File: src/design/u8u16_pkg.sv
`default_nettype none
// ----------------------------------------------------------------------------
// u8u16_pkg
// Shared types and constants for the UTF-8 to UTF-16 decoder.
// ----------------------------------------------------------------------------
package u8u16_pkg;

    typedef logic [2:0]  count_t;
    typedef logic [29:0] payload_t;

    typedef struct packed {
        logic [31:0] code_point;
        logic        eos;
    } cp_item_t;

    // continuation counts set by the lead byte
    localparam count_t NEED_NONE  = 3'd0;
    localparam count_t NEED_ONE   = 3'd1;
    localparam count_t NEED_TWO   = 3'd2;
    localparam count_t NEED_THREE = 3'd3;
    localparam count_t NEED_FOUR  = 3'd4;
    localparam count_t NEED_FIVE  = 3'd5;

    // lead byte ranges
    localparam logic [7:0] LEAD_1B_MAX = 8'h7F;
    localparam logic [7:0] LEAD_2B_MAX = 8'hDF;
    localparam logic [7:0] LEAD_3B_MAX = 8'hEF;
    localparam logic [7:0] LEAD_4B_MAX = 8'hF7;
    localparam logic [7:0] LEAD_5B_MAX = 8'hFB;

    // lead byte bases
    localparam logic [31:0] BASE_2B = 32'h0000_00C0;
    localparam logic [31:0] BASE_3B = 32'h0000_00E0;
    localparam logic [31:0] BASE_4B = 32'h0000_00F0;
    localparam logic [31:0] BASE_5B = 32'h0000_00F8;

    localparam logic [31:0] BMP_MAX     = 32'h0000_FFFF;
    localparam logic [31:0] SUPP_OFFSET = 32'h0001_0000;
    localparam logic [15:0] HI_SURR     = 16'hD800;
    localparam logic [15:0] LO_SURR     = 16'hDC00;

endpackage : u8u16_pkg
`default_nettype wire

File: src/design/u8u16_in_if.sv
`default_nettype none
// ----------------------------------------------------------------------------
// u8u16_in_if
// Byte channel into the decoder: one UTF-8 byte and end-of-stream flag.
// ----------------------------------------------------------------------------
interface u8u16_in_if;
    logic       valid;
    logic       ready;
    logic [7:0] data_byte;
    logic       end_of_stream;

    modport source (output valid, output data_byte, output end_of_stream, input ready);
    modport sink   (input valid, input data_byte, input end_of_stream, output ready);
endinterface : u8u16_in_if
`default_nettype wire

File: src/design/u8u16_out_if.sv
`default_nettype none
// ----------------------------------------------------------------------------
// u8u16_out_if
// Unit channel out of the decoder: one UTF-16 unit with its flags.
// ----------------------------------------------------------------------------
interface u8u16_out_if;
    logic        valid;
    logic        ready;
    logic [15:0] utf16_unit;
    logic        run_last;
    logic        stream_done;

    modport source (output valid, output utf16_unit, output run_last, output stream_done,
                    input ready);
    modport sink   (input valid, input utf16_unit, input run_last, input stream_done,
                    output ready);
endinterface : u8u16_out_if
`default_nettype wire

File: src/design/u8u16_seq.sv
`default_nettype none
// ----------------------------------------------------------------------------
// u8u16_seq
// Sequence tracker: collects lead and continuation bytes and computes the
// code point when a sequence completes.
// ----------------------------------------------------------------------------
module u8u16_seq
    import u8u16_pkg::*;
(
    input  wire logic clk,
    input  wire logic rst_n,
    u8u16_in_if.sink  utf8,
    output cp_item_t  cp_item,
    output logic      cp_valid,
    input  wire logic cp_ready
);

    logic [7:0] lead_reg,    lead_next;
    count_t     needed_reg,  needed_next;
    count_t     seen_reg,    seen_next;
    payload_t   accum_reg,   accum_next;

    logic        fire;
    logic [7:0]  b;
    logic        eos;
    count_t      seen_inc;
    payload_t    accum_shift;
    logic [31:0] lead_ext;
    logic [31:0] finish_cp;

    assign utf8.ready = cp_ready;
    assign fire       = utf8.valid && utf8.ready;
    assign b          = utf8.data_byte;
    assign eos        = utf8.end_of_stream;
    assign seen_inc   = seen_reg + 3'd1;
    assign accum_shift = {accum_reg[23:0], b[5:0]};
    assign lead_ext   = {24'd0, lead_reg};

    always_comb
    begin
        unique case (needed_reg)
            NEED_ONE:   finish_cp = ((lead_ext - BASE_2B) << 6)  + {2'd0, accum_shift};
            NEED_TWO:   finish_cp = ((lead_ext - BASE_3B) << 12) + {2'd0, accum_shift};
            NEED_THREE: finish_cp = ((lead_ext - BASE_4B) << 18) + {2'd0, accum_shift};
            NEED_FOUR:  finish_cp = ((lead_ext - BASE_5B) << 24) + {2'd0, accum_shift};
            default:    finish_cp = {1'b0, lead_reg[0], 30'd0} + {2'd0, accum_shift};
        endcase
    end

    always_comb
    begin
        lead_next   = lead_reg;
        needed_next = needed_reg;
        seen_next   = seen_reg;
        accum_next  = accum_reg;
        cp_valid    = 1'b0;
        cp_item.code_point = {24'd0, b};
        cp_item.eos        = eos;
        if (fire)
        begin
            if (needed_reg == NEED_NONE)
            begin
                if (b <= LEAD_1B_MAX)
                begin
                    cp_valid = 1'b1;
                end
                else
                begin
                    lead_next  = b;
                    seen_next  = NEED_NONE;
                    accum_next = '0;
                    if (b <= LEAD_2B_MAX)
                        needed_next = NEED_ONE;
                    else if (b <= LEAD_3B_MAX)
                        needed_next = NEED_TWO;
                    else if (b <= LEAD_4B_MAX)
                        needed_next = NEED_THREE;
                    else if (b <= LEAD_5B_MAX)
                        needed_next = NEED_FOUR;
                    else
                        needed_next = NEED_FIVE;
                    // lead byte that ends the stream is dropped
                    if (eos)
                    begin
                        lead_next   = '0;
                        needed_next = NEED_NONE;
                    end
                end
            end
            else if (seen_inc >= needed_reg)
            begin
                cp_valid           = 1'b1;
                cp_item.code_point = finish_cp;
                lead_next   = '0;
                needed_next = NEED_NONE;
                seen_next   = NEED_NONE;
                accum_next  = '0;
            end
            else if (eos)
            begin
                // incomplete sequence at end of stream
                lead_next   = '0;
                needed_next = NEED_NONE;
                seen_next   = NEED_NONE;
                accum_next  = '0;
            end
            else
            begin
                seen_next  = seen_inc;
                accum_next = accum_shift;
            end
        end
    end

    always_ff @(posedge clk or negedge rst_n)
    begin
        if (!rst_n)
        begin
            lead_reg   <= '0;
            needed_reg <= NEED_NONE;
            seen_reg   <= NEED_NONE;
            accum_reg  <= '0;
        end
        else
        begin
            lead_reg   <= lead_next;
            needed_reg <= needed_next;
            seen_reg   <= seen_next;
            accum_reg  <= accum_next;
        end
    end

    a_seen_below_needed: assert property (@(posedge clk) disable iff (!rst_n)
        (needed_reg != NEED_NONE) |-> (seen_reg < needed_reg))
        else $error("continuation count reached sequence length without completing");

    a_idle_clean: assert property (@(posedge clk) disable iff (!rst_n)
        (needed_reg == NEED_NONE) |-> (seen_reg == NEED_NONE && accum_reg == '0))
        else $error("idle tracker holds stale sequence state");

    a_eos_closes: assert property (@(posedge clk) disable iff (!rst_n)
        (fire && eos) |=> (needed_reg == NEED_NONE))
        else $error("sequence left open after end of stream");

endmodule : u8u16_seq
`default_nettype wire

File: src/design/u8u16_emit.sv
`default_nettype none
// ----------------------------------------------------------------------------
// u8u16_emit
// Unit emitter: holds one completed code point and sends it as one UTF-16
// unit or as a surrogate pair through a registered output.
// ----------------------------------------------------------------------------
module u8u16_emit
    import u8u16_pkg::*;
(
    input  wire logic      clk,
    input  wire logic      rst_n,
    input  wire cp_item_t  cp_item,
    input  wire logic      cp_valid,
    output logic           cp_ready,
    u8u16_out_if.source    utf16
);

    cp_item_t    item_reg;
    logic        held_reg,     held_next;
    logic        half_reg,     half_next;
    logic        out_valid_reg, out_valid_next;
    logic [15:0] unit_reg,     unit_next;
    logic        run_last_reg, run_last_next;
    logic        done_reg,     done_next;

    logic        load;
    logic        is_pair;
    logic        consume;
    logic [31:0] offs;
    logic [15:0] hi_unit;
    logic [15:0] lo_unit;

    assign load    = !out_valid_reg || utf16.ready;
    assign is_pair = item_reg.code_point > BMP_MAX;
    assign offs    = item_reg.code_point - SUPP_OFFSET;
    assign hi_unit = offs[25:10] + HI_SURR;
    assign lo_unit = {6'd0, offs[9:0]} + LO_SURR;
    assign consume = held_reg && load && (!is_pair || half_reg);
    assign cp_ready = !held_reg || consume;

    always_comb
    begin
        held_next      = held_reg;
        half_next      = half_reg;
        out_valid_next = out_valid_reg;
        unit_next      = unit_reg;
        run_last_next  = run_last_reg;
        done_next      = done_reg;
        if (load)
        begin
            out_valid_next = held_reg;
            if (held_reg)
            begin
                if (is_pair && !half_reg)
                begin
                    unit_next     = hi_unit;
                    run_last_next = 1'b0;
                    done_next     = 1'b0;
                    half_next     = 1'b1;
                end
                else
                begin
                    unit_next     = is_pair ? lo_unit : item_reg.code_point[15:0];
                    run_last_next = 1'b1;
                    done_next     = item_reg.eos;
                    half_next     = 1'b0;
                end
            end
        end
        if (cp_valid && cp_ready)
            held_next = 1'b1;
        else if (consume)
            held_next = 1'b0;
    end

    always_ff @(posedge clk or negedge rst_n)
    begin
        if (!rst_n)
        begin
            held_reg      <= 1'b0;
            half_reg      <= 1'b0;
            out_valid_reg <= 1'b0;
        end
        else
        begin
            held_reg      <= held_next;
            half_reg      <= half_next;
            out_valid_reg <= out_valid_next;
        end
    end

    always_ff @(posedge clk)
    begin
        if (cp_valid && cp_ready)
            item_reg <= cp_item;
        unit_reg     <= unit_next;
        run_last_reg <= run_last_next;
        done_reg     <= done_next;
    end

    assign utf16.valid       = out_valid_reg;
    assign utf16.utf16_unit  = unit_reg;
    assign utf16.run_last    = run_last_reg;
    assign utf16.stream_done = done_reg;

    a_half_needs_item: assert property (@(posedge clk) disable iff (!rst_n)
        half_reg |-> (held_reg && is_pair))
        else $error("low surrogate pending without a held supplementary code point");

    a_high_first: assert property (@(posedge clk) disable iff (!rst_n)
        $rose(half_reg) |-> (out_valid_reg && !run_last_reg && !done_reg))
        else $error("high surrogate not presented as first word of a pair");

    a_done_is_last: assert property (@(posedge clk) disable iff (!rst_n)
        (out_valid_reg && done_reg) |-> run_last_reg)
        else $error("stream end flagged on a word that is not last for its byte");

endmodule : u8u16_emit
`default_nettype wire

File: src/design/utf8_to_utf16_decoder.sv
`default_nettype none
// ----------------------------------------------------------------------------
// utf8_to_utf16_decoder
// Streaming decoder from legacy UTF-8 (sequences up to six bytes) to UTF-16.
// ----------------------------------------------------------------------------
// One byte word is taken per cycle while the unit emitter can accept a code
// point. A byte that completes a code point up to 0xFFFF gives one output
// word, and a code point above it gives a surrogate pair of output words.
// A completed code point is registered in the emitter's item register, and
// its words then pass through the emitter's single output register.
// Continuation bytes are not checked, stray lead bytes give wrapped values,
// and a sequence still open at end of stream is dropped without output.
// ----------------------------------------------------------------------------
module utf8_to_utf16_decoder
    import u8u16_pkg::*;
(
    input  wire logic   clk,
    input  wire logic   rst_n,
    u8u16_in_if.sink    utf8,
    u8u16_out_if.source utf16
);

    cp_item_t cp_item;
    logic     cp_valid;
    logic     cp_ready;

    u8u16_seq u_seq (
        .clk      (clk),
        .rst_n    (rst_n),
        .utf8     (utf8),
        .cp_item  (cp_item),
        .cp_valid (cp_valid),
        .cp_ready (cp_ready)
    );

    u8u16_emit u_emit (
        .clk      (clk),
        .rst_n    (rst_n),
        .cp_item  (cp_item),
        .cp_valid (cp_valid),
        .cp_ready (cp_ready),
        .utf16    (utf16)
    );

endmodule : utf8_to_utf16_decoder
`default_nettype wire
File: src/flat_wrapper.sv
// flat-port wrapper written by rule: the top's interface ports become plain ports
module utf8_to_utf16_decoder_flat import u8u16_pkg::*;
  (clk, rst_n, utf8_valid, utf8_data_byte, utf8_end_of_stream, utf8_ready, utf16_valid, utf16_utf16_unit, utf16_run_last, utf16_stream_done, utf16_ready);
  u8u16_in_if utf8_i ();
  u8u16_out_if utf16_i ();
  input  wire logic clk;
  input  wire logic rst_n;
  input wire logic [$bits(utf8_i.valid)-1:0] utf8_valid;
  input wire logic [$bits(utf8_i.data_byte)-1:0] utf8_data_byte;
  input wire logic [$bits(utf8_i.end_of_stream)-1:0] utf8_end_of_stream;
  output wire logic [$bits(utf8_i.ready)-1:0] utf8_ready;
  output wire logic [$bits(utf16_i.valid)-1:0] utf16_valid;
  output wire logic [$bits(utf16_i.utf16_unit)-1:0] utf16_utf16_unit;
  output wire logic [$bits(utf16_i.run_last)-1:0] utf16_run_last;
  output wire logic [$bits(utf16_i.stream_done)-1:0] utf16_stream_done;
  input wire logic [$bits(utf16_i.ready)-1:0] utf16_ready;
  assign utf8_i.valid = utf8_valid;
  assign utf8_i.data_byte = utf8_data_byte;
  assign utf8_i.end_of_stream = utf8_end_of_stream;
  assign utf8_ready = utf8_i.ready;
  assign utf16_valid = utf16_i.valid;
  assign utf16_utf16_unit = utf16_i.utf16_unit;
  assign utf16_run_last = utf16_i.run_last;
  assign utf16_stream_done = utf16_i.stream_done;
  assign utf16_i.ready = utf16_ready;
  utf8_to_utf16_decoder u_core (.clk(clk), .rst_n(rst_n), .utf8(utf8_i), .utf16(utf16_i));
endmodule
File: config.mk
export PLATFORM = sky130hd
export DESIGN_NAME = utf8_to_utf16_decoder_flat
export DESIGN_NICKNAME = d
export VERILOG_FILES = /design/src/design/u8u16_pkg.sv /design/src/design/u8u16_in_if.sv /design/src/design/u8u16_out_if.sv /design/src/design/u8u16_seq.sv /design/src/design/u8u16_emit.sv /design/src/design/utf8_to_utf16_decoder.sv /design/src/flat_wrapper.sv
export SDC_FILE = /design/constraint.sdc
export NUM_CORES = 1
export LEC_CHECK = 0
export BUFFER_PORTS_ARGS = -buffer_cell sky130_fd_sc_hd__buf_2
export CELL_PAD_IN_SITES_DETAIL_PLACEMENT = 1
export CELL_PAD_IN_SITES_GLOBAL_PLACEMENT = 2
export CORE_UTILIZATION = 40
export CTS_BUF_LIST = sky130_fd_sc_hd__clkbuf_8
export DETAILED_ROUTE_END_ITERATION = 10
export HOLD_SLACK_MARGIN = 0.12
export PLACE_DENSITY = 0.89
export SYNTH_ARGS = -nofsm -noshare
export SYNTH_HDL_FRONTEND = slang
export SYNTH_SLANG_ARGS = --single-unit
File: constraint.sdc
create_clock -name clk -period 5.57 [get_ports clk]
set_input_delay 0.557 -clock clk [delete_from_list [all_inputs] [get_ports clk]]
set_output_delay 0.557 -clock clk [all_outputs]
set_load 0.01 [all_outputs]
==> results of run 1 <==
==> critical path, stage by stage, from the launching register on <==
cell	delay (ns)
dfrtp_1	0.51
ha_1	0.42
nand2_1	0.50
ha_1	0.55
nand2_1	0.07
nor3_1	0.32
a211oi_1	0.18
o31ai_1	0.41
a31oi_1	0.17
xor2_1	0.18
a221oi_1	0.30
nor2_1	0.08
==> per-layer routing <==
metal / wire length (um) / vias up
met5: 0 / -
met4: 541 / 0
met3: 968 / 37
met1: 11700 / 3428
met2: 11600 / 169
li1: - / 3378
==> stage by stage <==
step	setup WS (ns)	cells
2_1_floorplan	1.67	895
3_3_place_gp	1.70	1168
3_5_place_dp	1.65	1168
4_1_cts	1.63	1184
5_1_grt	1.32	1184
6_report	1.64	1184
==> power by group through the flow <==
stage	sequential [mW]	clock, mW	combinational [mW]
6_report	1.12	0.444	1.50
3_3_place_gp	1.12	0	1.46
4_1_cts	1.12	0.451	1.50
5_1_grt	1.14	0.475	1.66
3_5_place_dp	1.13	0	1.49
2_1_floorplan	1.09	0	1.03
==> layout make-up <==
type | count | share of cell area, %
multi-input cells | 743 | 59.2
flip-flops and latches | 92 | 30.6
well taps | 260 | 3.90
repair buffers | 37 | 2.37
inverters | 36 | 1.62
clock buffers | 9 | 1.48
clock inverters | 7 | 0.824
==> cells in the mapped netlist (all sizes together) (5+ instances only) <==
library cell and n:
nor4 6, mux2 10, nand3 12, nor3 20, o21ai 93, nor2b 6
inv 34, edfxtp 51, xor2 25, nand4 9, o21a 7, nor2 62
a31oi 11, ha 78, xnor2 31, a211oi 19, a22oi 10, and2 5
o31ai 9, a21oi 65, dfrtp 41, clkbuf 23, o21bai 12, o22ai 9
nand2b 10, a21o 21, nand2 139
==> kinds of logic after synthesis <==
family	after synthesis	share of synthesized area, %
AO/OA/AOI/OAI	302	25.1
AND/OR/NAND/NOR	290	16.9
flip-flops	92	33.1
adder cells (fa/ha/maj)	82	13.7
buffers and inverters	60	2.94
XOR/XNOR	56	6.36
multiplexers	13	1.85
==> path summary, 6_finish.rpt <==
check,to,slack (ns),cells past startpoint
hold / removal,u_core.u_emit.utf16.valid,0.23,2
setup / recovery,u_core.u_emit.item_reg[30],1.64,11
max in group asynchronous,u_core.u_seq.accum_reg[18],4.92,2
hold reg to reg,u_core.u_seq.seen_reg[1],0.50,2
min in group clk,u_core.u_emit.item_reg[2],0.42,1
setup reg to reg,u_core.u_emit.item_reg[30],1.64,11
==> results_dict.tcl, run 1 <==
set metrics [dict create \
    vias 7012 \
    final_area_um2 8350 \
    cap_violations 0 \
    place.gp.congestion 0.856 \
    largest_register_ffs 33 \
    cts_root_buf "clkbuf_8" \
    grt_max_degree 55 \
    ir_worst_vdd_uv 195 \
    fin_crit_sh_pct 70.5 \
    dieArea_um2 19800 \
    drc 0 \
    worstSetupStartpointType "flop" \
    synthTopCellsByArea "edfxtp_1 (20%), dfrtp_1 (13%), ha_1 (13%), nand2_1 (6.7%), o21ai_0 (5.9%)" \
    grt-busiest-layer "met2" \
    avgSynthCellArea_um2 8.62 \
    grt_first_pass_wirelength_um 39200 \
    synth_top_area_share_pct 19.9 \
    power_mw 3.07 \
    syn-instance-count 895 \
    dp_hpwl_um 19600 \
    ys_seq_area_share_pct 33.1 \
    worst-path-max-fanout 18 \
    ant_nets 0 \
    start_util_pct 41.0 \
    setup-tns-final_ns 0 \
    grt_use_total_pct 25.9 \
    wl_per_cell_um 21.0 \
    power_frac_comb_pct 48.9 \
    final_max_slew_viol_count 0 \
    clk_pin_slew_ns 0.11 \
    antenna_found_initial 0 \
    post-route-util_pct 44.3 \
    cts_buffers 9 \
    num_rows 50 \
    multiInputGateArea_um2 4940 \
    relSlewSlack_pct 22.7 \
    dpl_cell_area_um2 8150 \
    fillers 2266 \
    drtPass1Iterations 5 \
    yosys.area.top_type "edfxtp_1" \
    drtIter0Drc 451 \
    die_h_um 141 \
    hold_viol_final 0 \
    arrival_ns 4.07 \
    hold_slack_ns 0.229 \
    setup_viol 0 \
    postCtsHoldBufs 0 \
    regArea_um2 2560 \
    diodes 0 \
    cp-end-kind "flop" \
    p_int_mw 1.64 \
    met1_usage_pct 35.6 \
    syn-cell-area_um2 7710 \
    via_per_inst 5.92 \
    pwr_density_cell_nw_per_um2 368 \
    clkLatencyLatePin_ns 0.40 \
    max_freq_mhz 255 \
    yosys_warnings 0 \
    area_delta_synth_final_pct 8.19 \
    final_cell_mix "nand2_1 (138), o21ai_0 (91), ha_1 (78)" \
    clk_path_buf_depth 2 \
    synth-main-ff-cell "edfxtp_1" \
    p_seq_share_pct 36.6 \
    ys_types 65 \
    rr_startpoint "u_core.u_seq.lead_reg[7]" \
    htreeDepth 3 \
    fin_skew_ns 0.0200 \
    cts_setup_buffers 0 \
    use_met2_pct 42.5 \
    gr-total-overflow 0 \
    hold_class "in -> async" \
    tightestPinTransition_ns 1.15 \
    crit_required_ns 5.71 \
    final_common_cell "nand2_1" \
    p_clk_share_pct 14.5 \
    crit_path_start "u_core.u_seq.lead_reg[7]" \
    synth_edf_count 51 \
    grt_util_met3_pct 3.40 \
    nNetsFinal 1014 \
    grt_pass1_vias 7014 \
    io_buffers 32 \
    p_sw_mw 1.43 \
    cts_resized 0 \
    async_reset_ff_share_pct 44.6 \
    cts_tree "yes" \
    power.leakage_nw 3.47 \
    chipWidth_um 141 \
    status "complete, no violations" \
    drt_wl_total_um 24800 \
    rsz0062_at_grt "no" \
    drive_gt1_share_pct 7.90 \
    min_period_ns 3.93 \
    cts.sinks 92 \
    swShare_pct 46.5 \
    synth_nets 990 \
    placeableCoreArea_um2 18800 \
    ios 33 \
    critPathKind "reg -> reg" \
    ys_seq_elements 92 \
]
Power figures use the tool's default switching activity.
==> run 2: changes to the inputs <==
ABC_AREA = 1   (was unset)
CORE_UTILIZATION = 36   (was 40)
PLACE_DENSITY = 0.91   (was 0.89)
clock period = 3.85 ns   (was 5.57 ns; I/O delays follow)
==> results_dict.tcl, run 2 <==
set metrics [dict create \
    syn-cell-area_um2 9190 \
    cts.sinks 92 \
    die_h_um 162 \
    ir_worst_vdd_uv 251 \
    status "complete, but fails checks" \
    grt_use_total_pct 26.8 \
    arrival_ns 3.47 \
    grt_pass1_vias 9840 \
    cts_resized 0 \
    clk_pin_slew_ns 0.11 \
    worstPathCellList "ha_1, nand2_1, ha_1, nand2_1, nor2_1, inv_1, nor2_1, nand2_1, nand2_1, nand2_1, nand3_1, nand2_1, nor2_1, nor2_1" \
    cap_violations 0 \
    final_common_cell "nand2_1" \
    worst_path_max_delay_cell "ha_1" \
    cts_setup_buffers 0 \
    worstSetupStartpointType "flop" \
    synth_edf_count 51 \
    tightestPinTransition_ns 0.947 \
    fin_skew_ns 0.0153 \
    cp-end-kind "flop" \
    cts_tree "yes" \
    final_area_um2 9950 \
    diodes 0 \
    vias 9595 \
    min_period_ns 3.33 \
    fillers 3469 \
    grt_first_pass_wirelength_um 53700 \
    final_cell_mix "nand2_1 (526), inv_1 (241), nor2_1 (162)" \
    yosys_warnings 0 \
    gr-total-overflow 0 \
    clk_path_buf_depth 2 \
    ys_seq_area_share_pct 27.8 \
    crit_family "simple AND/OR/NAND/NOR gates" \
    violations "design-rule violations" \
    dp_worst_setup_slack_ns 0.567 \
    cts_buffers 9 \
    setup-tns-final_ns 0 \
    slowest_delay_ns 0.56 \
    worst-path-max-fanout 15 \
    ys_seq_elements 92 \
    pwr_density_cell_nw_per_um2 451 \
    r2r_slack_ns 0.52 \
    cp_num_buf_inv 1 \
    grt_max_degree 45 \
    antenna_found_initial 0 \
    synthTopCellsByArea "nand2_1 (21%), edfxtp_1 (17%), dfrtp_1 (11%), ha_1 (11%), inv_1 (9.8%)" \
    synth.top_cells.by_count "nand2_1 (526), inv_1 (241), nor2_1 (162)" \
    async_reset_ff_share_pct 44.6 \
    hold_viol_final 0 \
    synth_nets 1565 \
    wl_per_cell_um 18.6 \
    avgSynthCellArea_um2 6.25 \
    ant_nets 0 \
    via_per_inst 5.22 \
    synth-main-ff-cell "edfxtp_1" \
    hold_class "in -> async" \
    postCtsHoldBufs 0 \
    cts_root_buf "clkbuf_8" \
    synth.most_common_cell "nand2_1" \
    ys_types 43 \
    drive_gt1_share_pct 5.37 \
    num_rows 58 \
    dieArea_um2 26200 \
    regArea_um2 2560 \
    clkLatencyLatePin_ns 0.39 \
    chipWidth_um 162 \
    r2r_end "u_core.u_emit.item_reg[26]" \
    nNetsFinal 1598 \
    fin_cells 1838 \
    setup_viol 0 \
    final_max_slew_viol_count 0 \
    syn-instance-count 1470 \
    crit_top_cell "nand2_1" \
    rsz0062_at_grt "no" \
    worst_slack_ns 0.520 \
    dpl_cell_area_um2 9750 \
    ios 33 \
    critPathKind "reg -> reg" \
    synth_top_area_share_pct 21.5 \
    drt_wl_total_um 34300 \
    drc 1 \
    max_freq_mhz 300 \
    multiInputGateArea_um2 5620 \
    area_delta_synth_final_pct 8.28 \
    hold_slack_ns 0.131 \
    htreeDepth 3 \
    rr_startpoint "u_core.u_seq.lead_reg[6]" \
    dp_hpwl_um 27900 \
    crit_required_ns 3.99 \
    placeableCoreArea_um2 25100 \
    power.leakage_nw 5.44 \
    fin_crit_sh_pct 86.5 \
    drtIter0Drc 541 \
    relSlewSlack_pct 36.8 \
    yosys.area.top_type "nand2_1" \
    drtPass1Iterations 8 \
    largest_register_ffs 33 \
    io_buffers 32 \
    start_util_pct 36.6 \
    reg2regPathDepth 14 \
    place.gp.congestion 0.923 \
    place_inst 1822 \
]
==> run 2: cell count changes in the layout (fill, tap and decap cells not counted), sizes merged, moves of 15 or more <==
cell,delta
nand4,+22
nand2,+390
xnor2,-26
nor2,+102
nor3,-15
a211oi,-17
a21o,-20
xor2,-15
nand3,+104
o21ai,-28
inv,+207
==> run 2: layout make-up <==
class,count,area share (%)
flip-flops and latches,92,25.7
inverters,242,9.13
clock inverters,7,0.805
multi-input cells,1114,56.5
well taps,330,4.15
clock buffers,9,1.24
repair buffers,44,2.52
==> run 2: through the flow <==
step | total power, mW | util (%)
4_1_cts | 4.50 | 39.6
3_5_place_dp | 3.82 | 38.8
2_1_floorplan | 2.98 | -
3_3_place_gp | 3.74 | 38.8
6_report | 4.49 | 39.6
5_1_grt | 4.78 | 39.6
==> run 2: layer usage <==
metal  global-route usage [%]  wire length (um)
met1                     33.3             15300
met3                     3.12              1170
met5                        0                 0
met2                     47.2             16500
met4                     10.2              1320
==> run 2: worst max path at each step <==
stage	start	endpoint	slack (ns)	cells past startpoint
after floorplan	u_core.u_emit.item_reg[17]	u_core.u_emit.item_reg[0]	0.28	9
after global placement	u_core.u_seq.lead_reg[6]	u_core.u_emit.item_reg[26]	0.65	14
after detailed placement	u_core.u_seq.lead_reg[6]	u_core.u_emit.item_reg[26]	0.57	14
after CTS	u_core.u_seq.lead_reg[6]	u_core.u_emit.item_reg[26]	0.55	14
after global routing	u_core.u_seq.lead_reg[6]	u_core.u_emit.item_reg[30]	0.30	14
final	u_core.u_seq.lead_reg[6]	u_core.u_emit.item_reg[26]	0.52	14
==> run 2: kinds of logic after synthesis <==
family / count (synthesis) / synth area share [%]
AO/OA/AOI/OAI: 147 / 8.54
XOR/XNOR: 15 / 1.43
adder cells (fa/ha/maj): 82 / 11.5
buffers and inverters: 264 / 11.2
flip-flops: 92 / 27.8
AND/OR/NAND/NOR: 870 / 39.5
==> run 2: where the power goes <==
group	switching (mW)	total [mW]	internal [mW]	leakage (nW)
Combinational	1.63	2.29	0.666	4.30
Clock	0.421	0.677	0.257	0.0990
Sequential	0.167	1.52	1.35	1.04
==> run 2: worst reg2reg max path, stage by stage, from the launching register on <==
cell     delay [ns]
dfrtp_1        0.52
ha_1           0.33
nand2_1        0.45
ha_1           0.56
nand2_1        0.17
nor2_1         0.22
inv_1          0.08
nor2_1         0.09
nand2_1        0.08
nand2_1        0.08
nand2_1        0.05
nand3_1        0.09
nand2_1        0.10
nor2_1         0.19
nor2_1         0.09
